`config.mk`:
```
export PLATFORM = sky130hd
export DESIGN_NAME = dltrn_ctrl
export DESIGN_NICKNAME = d
export VERILOG_FILES = /design/src/rtl/dltrn_pkg.sv /design/src/rtl/dltrn_ctrl.sv
export SDC_FILE = /design/constraint.sdc
export NUM_CORES = 1
export LEC_CHECK = 0
export ABC_CLOCK_PERIOD_IN_PS = 4059
export BUFFER_PORTS_ARGS = -buffer_cell sky130_fd_sc_hd__buf_4
export CAP_MARGIN = 20
export CORE_MARGIN = 4
export CORE_UTILIZATION = 53
export CTS_CLUSTER_DIAMETER = 150
export CTS_CLUSTER_SIZE = 28
export DETAILED_ROUTE_END_ITERATION = 10
export GPL_TIMING_DRIVEN = 0
export PLACE_DENSITY = 0.81
export SYNTH_ARGS = -nofsm -noshare
export SYNTH_HDL_FRONTEND = slang
export SYNTH_SLANG_ARGS = --single-unit
```
`constraint.sdc`:
```
create_clock -name clk_i -period 4.06 [get_ports clk_i]
set_input_delay 0.812 -clock clk_i [delete_from_list [all_inputs] [get_ports clk_i]]
set_output_delay 0.812 -clock clk_i [all_outputs]
set_load 0.01 [all_outputs]
```
`src/rtl/dltrn_pkg.sv`:
```
// Package for the dense layer training engine: operation codes, datapath
// command codes, configuration indexes and saturation helpers.
// No dependencies.
package dltrn_pkg;

  // fixed-point format
  localparam int FracBits  = 12;
  localparam int ScaleBits = 16;
  localparam int WideBits  = 66;

  // operation codes of an input word
  localparam logic [3:0] OP_WR_W  = 4'd0;
  localparam logic [3:0] OP_WR_B  = 4'd1;
  localparam logic [3:0] OP_WR_X  = 4'd2;
  localparam logic [3:0] OP_WR_U  = 4'd3;
  localparam logic [3:0] OP_FWD   = 4'd4;
  localparam logic [3:0] OP_BWD   = 4'd5;
  localparam logic [3:0] OP_UPD   = 4'd6;
  localparam logic [3:0] OP_RD_Y  = 4'd7;
  localparam logic [3:0] OP_RD_IG = 4'd8;
  localparam logic [3:0] OP_RD_W  = 4'd9;

  // configuration register indexes
  localparam logic [1:0] CFG_NEURONS = 2'd0;
  localparam logic [1:0] CFG_INPUTS  = 2'd1;
  localparam logic [1:0] CFG_ACT     = 2'd2;
  localparam logic [1:0] CFG_SCALE   = 2'd3;

  // configuration reset values
  localparam logic [6:0]  RST_NEURONS = 7'd64;
  localparam logic [10:0] RST_INPUTS  = 11'd1024;
  localparam logic        RST_ACT     = 1'b1;
  localparam logic [15:0] RST_SCALE   = 16'd0;

  // datapath element commands
  localparam logic [3:0] K_NONE   = 4'd0;
  localparam logic [3:0] K_CLEAR  = 4'd1;
  localparam logic [3:0] K_WR_W   = 4'd2;
  localparam logic [3:0] K_WR_B   = 4'd3;
  localparam logic [3:0] K_WR_X   = 4'd4;
  localparam logic [3:0] K_WR_U   = 4'd5;
  localparam logic [3:0] K_RD     = 4'd6;
  localparam logic [3:0] K_F_MAC  = 4'd7;
  localparam logic [3:0] K_F_BIAS = 4'd8;
  localparam logic [3:0] K_IG_CLR = 4'd9;
  localparam logic [3:0] K_B_BIAS = 4'd10;
  localparam logic [3:0] K_B_MAC  = 4'd11;
  localparam logic [3:0] K_U_W    = 4'd12;
  localparam logic [3:0] K_U_B    = 4'd13;

  // read selection
  localparam logic [1:0] RS_Y  = 2'd0;
  localparam logic [1:0] RS_IG = 2'd1;
  localparam logic [1:0] RS_W  = 2'd2;

  typedef struct packed {
    logic [3:0] kind;
    logic [1:0] rsel;
  } cmd_t;

  localparam logic signed [WideBits-1:0] S32_MAX = 66'sd2147483647;
  localparam logic signed [WideBits-1:0] S32_MIN = -66'sd2147483648;

  // saturate a wide signed sum to 32 bits
  function automatic logic signed [31:0] sat32(input logic signed [WideBits-1:0] x);
    logic signed [31:0] r;
    if (x > S32_MAX) r = 32'sh7FFF_FFFF;
    else if (x < S32_MIN) r = 32'sh8000_0000;
    else r = x[31:0];
    return r;
  endfunction

endpackage

```
`src/rtl/dltrn_ctrl.sv`:
```
// Controller of the dense layer engine: input decode, index checks, loop
// sequencing over neurons and inputs, clearing pass and result register.
// Depends on dltrn_pkg.
module dltrn_ctrl #(
  parameter int MAX_N = 64,
  parameter int MAX_I = 1024
) (
  input  logic               clk_i,
  input  logic               rst_ni,
  input  logic               in_valid_i,
  output logic               in_stall_o,
  input  logic [3:0]         op_i,
  input  logic [5:0]         neuron_i,
  input  logic [9:0]         position_i,
  input  logic signed [15:0] value_i,
  input  logic [$clog2(MAX_N+1)-1:0] n_use_i,
  input  logic [$clog2(MAX_I+1)-1:0] m_use_i,
  output logic               out_valid_o,
  input  logic               out_stall_i,
  output logic signed [31:0] read_value_o,
  output logic               status_o,
  output dltrn_pkg::cmd_t    cmd_o,
  output logic [((MAX_N > 1) ? $clog2(MAX_N) : 1)-1:0] cmd_n_o,
  output logic [((MAX_I > 1) ? $clog2(MAX_I) : 1)-1:0] cmd_p_o,
  output logic signed [15:0] cmd_value_o,
  input  logic signed [31:0] dp_rd_value_i
);

  localparam int NW  = (MAX_N > 1) ? $clog2(MAX_N) : 1;
  localparam int IW  = (MAX_I > 1) ? $clog2(MAX_I) : 1;
  localparam int AW  = NW + IW;
  localparam int NCW = $clog2(MAX_N + 1);
  localparam int ICW = $clog2(MAX_I + 1);

  localparam logic [3:0] S_CLEAR  = 4'd0;
  localparam logic [3:0] S_CDRAIN = 4'd1;
  localparam logic [3:0] S_IDLE   = 4'd2;
  localparam logic [3:0] S_DISP   = 4'd3;
  localparam logic [3:0] S_FWD    = 4'd4;
  localparam logic [3:0] S_BCLR   = 4'd5;
  localparam logic [3:0] S_BWD    = 4'd6;
  localparam logic [3:0] S_UPD    = 4'd7;
  localparam logic [3:0] S_WAIT   = 4'd8;
  localparam logic [3:0] S_POST   = 4'd9;

  localparam logic [1:0] PACE = 2'd2;

  logic [3:0]     state_q, state_d;
  logic [NCW-1:0] i_q, i_d;
  logic [ICW-1:0] j_q, j_d;
  logic           hb_q, hb_d;
  logic [1:0]     pace_q, pace_d;
  logic [AW-1:0]  cc_q, cc_d;
  logic           bad_q, bad_d;
  logic           use_rd_q, use_rd_d;
  logic [3:0]     op_q;
  logic [5:0]     nr_q;
  logic [9:0]     ps_q;
  logic signed [15:0] val_q;
  logic           out_valid_q;
  logic signed [31:0] out_value_q;
  logic           out_status_q;
  logic           nok, pok, post;

  assign nok = 32'(nr_q) < 32'(n_use_i);
  assign pok = 32'(ps_q) < 32'(m_use_i);
  assign post = (state_q == S_POST) && (!out_valid_q || !out_stall_i);
  assign in_stall_o = (state_q != S_IDLE);
  assign cmd_value_o = val_q;

  // sequencer
  always_comb begin
    state_d  = state_q;
    i_d      = i_q;
    j_d      = j_q;
    hb_d     = hb_q;
    pace_d   = (pace_q != 2'd0) ? pace_q - 2'd1 : 2'd0;
    cc_d     = cc_q;
    bad_d    = bad_q;
    use_rd_d = use_rd_q;
    cmd_o.kind = dltrn_pkg::K_NONE;
    cmd_o.rsel = dltrn_pkg::RS_Y;
    cmd_n_o  = NW'(nr_q);
    cmd_p_o  = IW'(ps_q);
    unique case (state_q) inside
      S_CLEAR: begin
        cmd_o.kind = dltrn_pkg::K_CLEAR;
        cmd_n_o = cc_q[AW-1:IW];
        cmd_p_o = cc_q[IW-1:0];
        cc_d = cc_q + 1'b1;
        if (cc_q == '1) begin
          pace_d  = PACE;
          state_d = S_CDRAIN;
        end
      end
      S_CDRAIN: if (pace_q == 2'd0) state_d = S_IDLE;
      S_IDLE: if (in_valid_i) state_d = S_DISP;
      S_DISP: begin
        bad_d = 1'b0; use_rd_d = 1'b0;
        i_d = '0; j_d = '0; hb_d = 1'b0;
        state_d = S_WAIT;
        unique case (op_q) inside
          dltrn_pkg::OP_WR_W, dltrn_pkg::OP_WR_B, dltrn_pkg::OP_WR_X,
          dltrn_pkg::OP_WR_U, dltrn_pkg::OP_RD_Y, dltrn_pkg::OP_RD_IG,
          dltrn_pkg::OP_RD_W: begin
            if (((op_q == dltrn_pkg::OP_WR_W || op_q == dltrn_pkg::OP_RD_W) && nok && pok) ||
                ((op_q == dltrn_pkg::OP_WR_B || op_q == dltrn_pkg::OP_WR_U ||
                  op_q == dltrn_pkg::OP_RD_Y) && nok) ||
                ((op_q == dltrn_pkg::OP_WR_X || op_q == dltrn_pkg::OP_RD_IG) && pok)) begin
              pace_d = PACE;
              unique case (op_q)
                dltrn_pkg::OP_WR_W: cmd_o.kind = dltrn_pkg::K_WR_W;
                dltrn_pkg::OP_WR_B: cmd_o.kind = dltrn_pkg::K_WR_B;
                dltrn_pkg::OP_WR_X: cmd_o.kind = dltrn_pkg::K_WR_X;
                dltrn_pkg::OP_WR_U: cmd_o.kind = dltrn_pkg::K_WR_U;
                default: begin
                  cmd_o.kind = dltrn_pkg::K_RD;
                  use_rd_d = 1'b1;
                  if (op_q == dltrn_pkg::OP_RD_IG) cmd_o.rsel = dltrn_pkg::RS_IG;
                  else if (op_q == dltrn_pkg::OP_RD_W) cmd_o.rsel = dltrn_pkg::RS_W;
                  else cmd_o.rsel = dltrn_pkg::RS_Y;
                end
              endcase
            end else begin
              bad_d = 1'b1;
            end
          end
          dltrn_pkg::OP_FWD: state_d = S_FWD;
          dltrn_pkg::OP_BWD: state_d = S_BCLR;
          dltrn_pkg::OP_UPD: state_d = S_UPD;
          default: ;
        endcase
      end
      S_FWD, S_UPD: begin
        if (pace_q == 2'd0) begin
          cmd_n_o = NW'(i_q);
          cmd_p_o = IW'(j_q);
          if (i_q == n_use_i) begin
            state_d = S_WAIT;
          end else if (j_q != m_use_i) begin
            cmd_o.kind = (state_q == S_FWD) ? dltrn_pkg::K_F_MAC : dltrn_pkg::K_U_W;
            j_d = j_q + 1'b1;
            pace_d = PACE;
          end else begin
            cmd_o.kind = (state_q == S_FWD) ? dltrn_pkg::K_F_BIAS : dltrn_pkg::K_U_B;
            j_d = '0;
            i_d = i_q + 1'b1;
            pace_d = PACE;
          end
        end
      end
      S_BCLR: begin
        // input gradient cleared one entry a cycle
        cmd_p_o = IW'(j_q);
        if (j_q == m_use_i) begin
          j_d = '0;
          state_d = S_BWD;
        end else begin
          cmd_o.kind = dltrn_pkg::K_IG_CLR;
          j_d = j_q + 1'b1;
        end
      end
      S_BWD: begin
        if (pace_q == 2'd0) begin
          cmd_n_o = NW'(i_q);
          cmd_p_o = IW'(j_q);
          if (i_q == n_use_i) begin
            state_d = S_WAIT;
          end else if (!hb_q) begin
            cmd_o.kind = dltrn_pkg::K_B_BIAS;
            hb_d = 1'b1;
            pace_d = PACE;
          end else if (j_q != m_use_i) begin
            cmd_o.kind = dltrn_pkg::K_B_MAC;
            j_d = j_q + 1'b1;
            pace_d = PACE;
          end else begin
            i_d = i_q + 1'b1;
            j_d = '0;
            hb_d = 1'b0;
          end
        end
      end
      S_WAIT: if (pace_q == 2'd0) state_d = S_POST;
      S_POST: if (post) state_d = S_IDLE;
      default: state_d = S_IDLE;
    endcase
  end

  always_ff @(posedge clk_i or negedge rst_ni) begin
    if (!rst_ni) begin
      state_q     <= S_CLEAR;
      i_q         <= '0;
      j_q         <= '0;
      hb_q        <= 1'b0;
      pace_q      <= 2'd0;
      cc_q        <= '0;
      bad_q       <= 1'b0;
      use_rd_q    <= 1'b0;
      out_valid_q <= 1'b0;
    end else begin
      state_q  <= state_d;
      i_q      <= i_d;
      j_q      <= j_d;
      hb_q     <= hb_d;
      pace_q   <= pace_d;
      cc_q     <= cc_d;
      bad_q    <= bad_d;
      use_rd_q <= use_rd_d;
      if (post) out_valid_q <= 1'b1;
      else if (!out_stall_i) out_valid_q <= 1'b0;
    end
  end

  // input word capture and result register
  always_ff @(posedge clk_i) begin
    if (state_q == S_IDLE && in_valid_i) begin
      op_q  <= op_i;
      nr_q  <= neuron_i;
      ps_q  <= position_i;
      val_q <= value_i;
    end
    if (post) begin
      out_value_q  <= use_rd_q ? dp_rd_value_i : '0;
      out_status_q <= bad_q;
    end
  end

  assign out_valid_o  = out_valid_q;
  assign read_value_o = out_value_q;
  assign status_o     = out_status_q;

endmodule
```
After elaboration in Yosys (flattened, before gate mapping)

Cells that the tools add are included.

Order comparisons: 2
Multiplexer cells: 70
Equal/unequal tests: 37
Add/sub/neg operators: 4
Reductions and logical operators: 30

Operators with widths:

| operator                                      | number |
|---|---|
| two-way mux 11 bit                            | 7 |
| two-way mux 4 bit                             | 17 |
| one-hot mux 11 bit (4 select lines)           | 1 |
| two-way mux 7 bit                             | 6 |
| == test 4 x 3 -> 1 bit, second input constant | 8 |
| one-hot mux 4 bit (8 select lines)            | 1 |
| one-hot mux 10 bit (3 select lines)           | 1 |
| two-way mux 2 bit                             | 14 |
| one-hot mux 7 bit (3 select lines)            | 1 |
| one-hot mux 4 bit (5 select lines)            | 1 |
| adder 16 x 1 -> 16 bit, second input constant | 1 |
| == test 16 bit, second input constant         | 1 |
| == test 4 x 2 -> 1 bit, second input constant | 4 |
| == test 4 bit, second input constant          | 4 |
| != test 2 x 1 -> 1 bit, second input constant | 8 |
| != test 2 bit, second input constant          | 6 |
| one-hot mux 3 bit (4 select lines)            | 1 |
| one-hot mux 4 bit (3 select lines)            | 1 |
| one-hot mux 6 bit (2 select lines)            | 1 |
| AND reduction 6 bit                           | 2 |
| adder 11 x 1 -> 11 bit, second input constant | 1 |
| == test 11 bit                                | 1 |
| less-than comparator 10 x 11 -> 1 bit         | 1 |
| two-way mux 1 bit                             | 11 |
| other kinds (27)                              | 43 |

Output and inout port bits: 73
Register bits after elaboration: 113

Logic depth before layout (Yosys ltp)

Gate-level depths: netlist of run 1.

Depth in word-level cells: 9
Gate-level depth with buffers: 8
Depth with buffers taken out: 8

Worst setup path after synthesis of run 1

No wires, ideal clock.

Kind: input to output
Start: in n_use_i[5]
End: out cmd_o[0] (netlist name)
Setup slack: 0.805 ns
Stages on the path: 8
Path buffers: 0
Arrival time: 2.443 ns
Cell sequence: inv_1 ha_1 a21oi_1 a21oi_1 a2111oi_0 o221a_2 o21ai_1 nor3b_1

RTL lines:

| what            | RTL line         | text |
|---|---|---|
| start, declared | dltrn_ctrl.sv:16 | `input logic [$clog2(MAX_N+1)-1:0] n_use_i,` |
| end, declared   | dltrn_ctrl.sv:22 | `output dltrn_pkg::cmd_t cmd_o,` |

==> results of run 1 <==
## sequential cells by signal, summed over array words and instances (netlist names)
register,count
cc_q,16
read_value_o,32
pace_q,2
j_q,11
out_valid_o,1
cmd_value_o,16
use_rd_q,1
state_q,4
bad_q,1
hb_q,1
ps_q,10
status_o,1
op_q,4
i_q,7
nr_q,6
## power breakdown
part | internal [W] | total (W) | leakage (nW) | switching [W]
clock | 0.000862 | 0.00137 | 0.264 | 0.000509
sequential | 0.00145 | 0.00158 | 1.23 | 0.000134
combinational | 0.000656 | 0.00158 | 1.88 | 0.000922
## metrics by stage
| step | cells | hold slack (ns) | cell area (µm²) |
|---|---|---|---|
| global placement | 839 | 0.433 | 7250 |
| floorplan | 537 | 0.425 | 5860 |
| detailed placement | 839 | 0.448 | 7270 |
| global route | 871 | 0.331 | 7810 |
| finish | 871 | 0.287 | 7810 |
| CTS | 871 | 0.304 | 7810 |
## final cells by class
cell class	count	area, µm²	share of cell area, %
flip-flops and latches	113	3170	40.6
clock buffers	20	425	5.45
inverters	25	93.8	1.20
clock inverters	12	116	1.49
well taps	140	175	2.24
multi-input cells	377	2510	32.1
repair buffers	162	1220	15.6
plain buffers	22	101	1.30
## cells in the mapped netlist (3+ instances only)
cell type  instances
and2_1            33
nand3_1           17
xnor2_1           27
nand2b_1           4
a211o_1            4
nor2b_1            4
nor2_1            33
nand2_1           64
o31ai_1            7
and4b_1            3
dfrtp_1           44
a22oi_1           17
or3_1              5
ha_1              20
inv_1             25
or2_2              3
edfxtp_1          69
a22o_1             6
a31o_2             4
or4_1              3
nand4_1            8
buf_2              6
a31oi_1            4
xor2_1            10
a21oi_1           20
o211ai_1           6
nand4b_1           3
and3_1             7
o21ai_0           14
nor3_1             8
clkbuf_1          12
## kinds of logic (layout without fill, tap and decap cells)
kind of cell / after synthesis / after routing / share of synthesized area, %
buffers and inverters: 47 / 241 / 3.33
xor gates and xnor gates: 37 / 37 / 5.53
AOI/OAI and AO/OA: 106 / 106 / 12.8
adders and majority gates: 20 / 20 / 4.27
DFF: 113 / 113 / 54.1
muxes: 2 / 2 / 0.384
and+or+nand+nor: 212 / 212 / 19.6
## path summary, 6_finish.rpt
path / end / cells past startpoint
worst max-delay path: cmd_o[0] / 10
worst min-delay path: j_q[5] / 1
worst max register to register: cc_q[13] / 7
worst min register to register: status_o / 0
max in group asynchronous: cc_q[6] / 1
min in group clk_i: cmd_value_o[15] / 1
## cell usage in the layout (no fill, tap or decap), drive strengths merged, types with 3 or more instances in the layout
cell type  instances
buf              172
edfxtp            69
nand2             64
dfrtp             44
nor2              34
and2              33
clkbuf            32
xnor2             27
inv               26
a21oi             21
ha                20
nand3             17
a22oi             17
o21ai             16
nor3              11
xor2              10
nand4              9
o31ai              7
and3               7
clkinv             7
o211ai             6
a22o               6
or3                5
or2                5
nand2b             4
nor2b              4
a31o               4
a211o              4
a31oi              4
nand4b             3
and4b              3
or4                3
and4               3
a211oi             3
## routing by layer
metal	vias to the layer above	track usage, %	routed length [µm]
li1	2327	-	-
met1	2388	30.8	6090
met2	215	40.8	7580
met3	27	6.63	1180
met4	0	9.54	327
met5	-	0	0
## critical path: cells and delay by family
family	cells	cell delay, ns
AO/OA/AOI/OAI	5	1.27
buffers and inverters	3	0.33
adder cells (fa/ha/maj)	1	0.31
AND/OR/NAND/NOR	1	0.36
==> metrics.csv, run 1 <==
metric,value,unit
syn_nets,647,
drtPass1Iterations,5,
initial_core_util,54.1,%
cts_tree,built,
area_delta_synth_final,33.2,%
fin_crit,3.90,ns
totalWireLength,15200,µm
rsz0062_at_grt,no,
ys.flop_type,edfxtp_1,
antenna_found_initial,0,
via_per_inst,5.69,
die_h,113,µm
worstSkewPairLatency,0.52,ns
worstMarginPinSlew,0.999,ns
grt_pass1_wl,24900,µm
cts_resized,0,
synth.avg_cell_area,10.9,µm²
worstSetupPathType,primary input to output pin,
required,3.25,ns
hold_buffers,0,
synthTopCellsByArea,"edfxtp_1 (35%), dfrtp_1 (19%), ha_1 (4.3%), nand2_1 (4.1%), xnor2_1 (4.0%)",
die_area,0.0128,mm²
cts_buffers,17,
maxCapViolations,0,
grt_overflow,0,
core_region_area,0.0108,mm²
ys_warn_count,0,
status,finished clean,
setup_tns,0,ns
preCtsSetupSlack,0.197,ns
clkTransAtPathRegs,0.05,ns
synth_largest_area_cell,edfxtp_1,
power_density,581,mW/mm²
utilization,72.0,%
synthArstFlopShare,38.9,%
power,0.00453,W
synth-edff-count,69,
yosys.area.top_type_share,35.3,%
vdd_drop_max,0.336,mV
cts.sinks,113,
drc,0,
cp-start-kind,primary input,
max_slew_margin,33.2,%
drt_iter0_markers,323,
fillers,780,
hold_viol,0,
arrival,3.09,ns
p_leak,3.37,nW
max_clock_freq,256,MHz
r2r_start,state_q[1],
post_cts_buffers,0,
pin_count,163,
dp_hpwl,11300,µm
fin_crit_sh,96.0,%
port_buffers,162,
drive_gt1_share,30.1,%
synth-seq-cells,113,
cpMostUsedCell,buf_4,
hp-class,primary input to async pin,
grt_pass1_vias,5065,
cts_buffer_depth,2,
wl_per_cell,17.4,µm
cp_slowest_cell,a2111oi_0,
vias,4957,
synth_cell_type_count,64,
postRouteAntennaNets,0,
grtUsageTotal,24.6,%
slew_violations,0,
crit_start,n_use_i[2],
fp-row-count,38,
cp_slowest_stage_delay,0.46,ns
worstSetupEndpointType,output pin,
root_buffer,clkbuf_8,
grt_max_degree,45,
r2r_setup_slack,1.72,ns
setup_violations,0,
finalClockSkew,0.00656,ns
ys_seq_area_share,54.1,%
num_antenna_cells,0,
setup_slack,0.161,ns
final_net_count,828,
cp_cell_sequence,buf_4 > inv_1 > ha_1 > a21oi_1 > o21ai_0 > a2111oi_0 > o221a_2 > o21ai_1 > nor3b_1 > buf_4,
cts_max_level,4,
syn_inst,537,
die_w,113,µm
cp_max_fo,7,
gp_congestion,0.905,
syn_area,0.00586,mm²
No activity file was read; power rests on OpenSTA's default activity.
==> run 2, diff against run 1 <==
PLACE_DENSITY = 0.91   (was 0.81)
SKIP_CTS_REPAIR_TIMING = 1   (was unset)
==> metrics.csv, run 2 (synthesis results as in run 1) <==
metric,value,unit
area_delta_synth_final,34.1,%
r2r_start,state_q[1],
worstMarginPinSlew,0.977,ns
drive_gt1_share,30.5,%
cts_max_level,4,
gp_congestion,0.906,
internal_power,0.00309,W
design_area,0.00786,mm²
max_slew_margin,34.7,%
largest_reg_flops,32,
fp-row-count,38,
num_antenna_cells,0,
cts_buffers,17,
worstSetupEndpointType,output pin,
initial_core_util,54.1,%
dp.cells,839,
power.share.combinational,34.4,%
clkTransAtPathRegs,0.05,ns
p_sw,0.00158,W
drtPass1Iterations,5,
setup_slack,0.239,ns
antenna_found_initial,0,
port_buffers,162,
totalWireLength,15600,µm
root_buffer,clkbuf_8,
cts_tree,built,
layout_common_cells,"buf_4 (163), edfxtp_1 (69), nand2_1 (64)",
finalClockSkew,0.00678,ns
vdd_drop_max,0.390,mV
power_frac_seq,33.9,%
power_density,593,mW/mm²
worstSetupPathType,primary input to output pin,
setup_tns,0,ns
cp_max_fo,7,
hp-class,primary input to async pin,
p_leak,3.40,nW
cp_slowest_stage_delay,0.45,ns
cts.sinks,113,
cp_slowest_cell,a2111oi_0,
preCtsSetupSlack,0.228,ns
grt_max_degree,45,
max_clock_freq,262,MHz
fin_crit,3.82,ns
core_region_area,0.0108,mm²
dp_hpwl,11500,µm
p_sw_share,33.8,%
reg2reg_to,cc_q[13],
status,finished clean,
grtUsageTotal,24.7,%
die_w,113,µm
grt_overflow,0,
die_area,0.0128,mm²
r2r_setup_slack,1.66,ns
maxCapViolations,0,
cp-start-kind,primary input,
die_h,113,µm
worstSkewPairLatency,0.51,ns
fin_crit_sh,94.1,%
grt_pass1_wl,24900,µm
drc,0,
cts_buffer_depth,2,
wl_per_cell,17.9,µm
pin_count,163,
final_net_count,828,
vias,5046,
postRouteAntennaNets,0,
final_common_cell,buf_4,
grt_pass1_vias,5012,
rsz0062_at_grt,no,
arrival,3.01,ns
postPlaceCellArea,0.00727,mm²
pwr-share-clk,31.8,%
drt_iter0_markers,406,
required,3.25,ns
hold_viol,0,
r2r_cells,7,
slew_violations,0,
finalNonFillerCells,871,
cp_cell_sequence,buf_4 > inv_1 > ha_1 > a21oi_1 > a21oi_1 > a2111oi_0 > o221a_2 > o21ai_1 > o221ai_1 > buf_4,
via_per_inst,5.79,
utilization,72.5,%
setup_violations,0,
## run 2: changes by cell type in the layout (fill, tap and decap cells not counted), sizes merged
cell    change
clkinv      -2
bufinv      +1
clkbuf      +2
inv         -1
## run 2: how the worst max path moves through the flow
stage                     from       end  slack (ns)  depth (start not counted)
global route           nr_q[5]  cmd_o[0]        0.03                          8
floorplan           n_use_i[5]  cmd_o[0]        0.80                          8
detailed placement  n_use_i[5]  cmd_o[2]        0.23                         10
finish              n_use_i[5]  cmd_o[3]        0.24                         10
CTS                    nr_q[5]  cmd_o[2]        0.22                          8
global placement    n_use_i[2]  cmd_o[2]        0.24                         10
## run 2: power groups by stage
stage | combinational [W] | clock [W] | sequential, W
2_1_floorplan | 0.000954 | 0 | 0.00160
3_3_place_gp | 0.00153 | 0 | 0.00159
3_5_place_dp | 0.00157 | 0 | 0.00160
4_1_cts | 0.00159 | 0.00150 | 0.00158
5_1_grt | 0.00174 | 0.00157 | 0.00160
6_report | 0.00160 | 0.00148 | 0.00158
## run 2: critical path, delay by kind of cell
family / cells / cell delay (ns)
AO/OA/AOI/OAI: 6 / 1.57
adder cells (fa/ha/maj): 1 / 0.32
buffers and inverters: 3 / 0.30
## run 2: layer usage
layer	global-route usage, %	vias to the layer above	part of all wire (%)
li1	-	2329	-
met1	32.4	2380	40
met5	0	-	0
met2	38.0	288	47
met4	10.4	0	3.1
met3	7.97	49	10
## run 2: per-stage QoR
step	hold slack, ns	total power [W]
after floorplan	0.425	0.00255
after global placement	0.492	0.00312
after detailed placement	0.492	0.00317
after global routing	0.313	0.00491
final	0.287	0.00467
after CTS	0.300	0.00467
## run 2: cell type report
type / count / area (µm²)
buffer: 22 / 101
clock buffer: 22 / 463
sequential: 113 / 3170
timing repair buffer: 162 / 1220
clock inverter: 10 / 134
inverter: 25 / 93.8
multi-input combinational: 377 / 2510
fill: 759 / 2980
tap: 140 / 175
==> run 3, diff against run 2 <==
CORE_MARGIN = unset   (was 4)
RECOVER_POWER = 25   (was unset)
==> metrics.csv, run 3 (synthesis results as in run 1) <==
metric,value,unit
status,"complete, but fails checks",
violations,"max-capacitance violations, max-slew violations",
cts_max_level,4,
rsz0062_at_grt,no,
fin_crit_sh,94.3,%
grt_pass1_wl,24900,µm
postRouteAntennaNets,0,
cts_buffer_depth,2,
wl_per_cell,18.3,µm
dp_hpwl,11400,µm
min_to,ps_q[5],
max_slew_margin,-63.7,%
r2r_setup_slack,1.65,ns
internal_power,0.00300,W
hold_viol,0,
drc,0,
drive_gt1_share,30.8,%
worstMarginPinSlew,2.46,ns
vias,5086,
cts_buffers,17,
finalClockSkew,0.00939,ns
final_common_cell,buf_4,
vdd_drop_max,0.431,mV
die_h,107,µm
grt_pass1_vias,4965,
die_w,107,µm
arrival,3.01,ns
setup_violations,0,
cp_max_fo,7,
design_area,0.00786,mm²
pin_count,163,
grtUsageTotal,28.9,%
layout_common_cells,"buf_4 (126), edfxtp_1 (69), nand2_1 (64)",
p_sw,0.00167,W
reg2reg_to,cc_q[11],
maxCapViolations,1,
gp_congestion,0.911,
worstSkewPairLatency,0.52,ns
cts.sinks,113,
cp-start-kind,primary input,
area_delta_synth_final,34.0,%
largest_reg_flops,32,
hold_path_depth,1,
r2r_start,state_q[1],
power_frac_seq,34.0,%
r2r_cells,7,
min_from,position_i[5],
clkTransAtPathRegs,0.06,ns
fp-row-count,38,
port_buffers,162,
root_buffer,clkbuf_8,
postPlaceCellArea,0.00727,mm²
totalWireLength,15900,µm
p_leak,3.38,nW
power.share.combinational,34.7,%
antenna_found_initial,0,
setup_tns,0,ns
slew_violations,45,
grt_max_degree,45,
hp-class,primary input to register,
max_clock_freq,261,MHz
drtPass1Iterations,5,
worstSetupEndpointType,output pin,
initial_core_util,54.3,%
num_antenna_cells,0,
final_net_count,828,
die_area,0.0115,mm²
required,3.25,ns
worstSetupPathType,primary input to output pin,
power_density,594,mW/mm²
via_per_inst,5.84,
p_sw_share,35.8,%
pwr-share-clk,31.3,%
core_region_area,0.0108,mm²
fin_crit,3.83,ns
grt_overflow,0,
drt_iter0_markers,400,
cts_tree,built,
[run 3: worst max-delay path: stages]
cell and delay, ns:
buf_4 0.10, inv_1 0.04, ha_1 0.30, a21oi_1 0.18, o21ai_0 0.17, a2111oi_1 0.43
o221a_2 0.29, o21ai_1 0.20, nor3b_1 0.31, buf_4 0.18
[run 3: worst max-delay path by stage]
stage | end | slack [ns] | from | cells after the start
CTS | cmd_o[3] | 0.09 | nr_q[2] | 8
finish | cmd_o[0] | 0.23 | n_use_i[2] | 10
global route | cmd_o[2] | 0.07 | nr_q[2] | 8
global placement | cmd_o[3] | 0.17 | n_use_i[2] | 10
floorplan | cmd_o[0] | 0.80 | n_use_i[5] | 8
detailed placement | cmd_o[3] | 0.14 | n_use_i[2] | 10
[run 3: layout make-up]
class | count | area (µm²)
Sequential cell | 113 | 3170
Fill cell | 716 | 2940
Multi-Input combinational cell | 377 | 2510
Timing Repair Buffer | 162 | 1210
Clock buffer | 17 | 414
Tap cell | 140 | 175
Clock inverter | 15 | 171
Buffer | 22 | 101
Inverter | 25 | 93.8
[run 3: per-layer routing]
| metal | global-route usage (%) | part of all wire, % |
|---|---|---|
| met3 | 5.29 | 9.1 |
| met5 | 0 | 0 |
| met4 | 14.6 | 3.2 |
| met1 | 35.8 | 39 |
| met2 | 48.3 | 48 |
[run 3: per-stage QoR]
| step | power, W | util, % | hold slack (ns) | setup WS, ns | std cells |
|---|---|---|---|---|---|
| floorplan | 0.00255 | - | 0.425 | 0.805 | 537 |
| global placement | 0.00312 | 67.2 | 0.485 | 0.167 | 839 |
| detailed placement | 0.00318 | 67.3 | 0.490 | 0.140 | 839 |
| CTS | 0.00466 | 72.8 | 0.309 | 0.0906 | 871 |
| global route | 0.00490 | 72.8 | 0.469 | 0.0742 | 871 |
| finish | 0.00467 | 72.8 | 0.484 | 0.233 | 871 |
[run 3: power groups by stage]
stage,Combinational [W],Clock [W],Sequential [W]
6_report,0.00162,0.00146,0.00159
5_1_grt,0.00176,0.00154,0.00161
4_1_cts,0.00160,0.00148,0.00159
3_5_place_dp,0.00158,0,0.00160
3_3_place_gp,0.00152,0,0.00160
2_1_floorplan,0.000954,0,0.00160
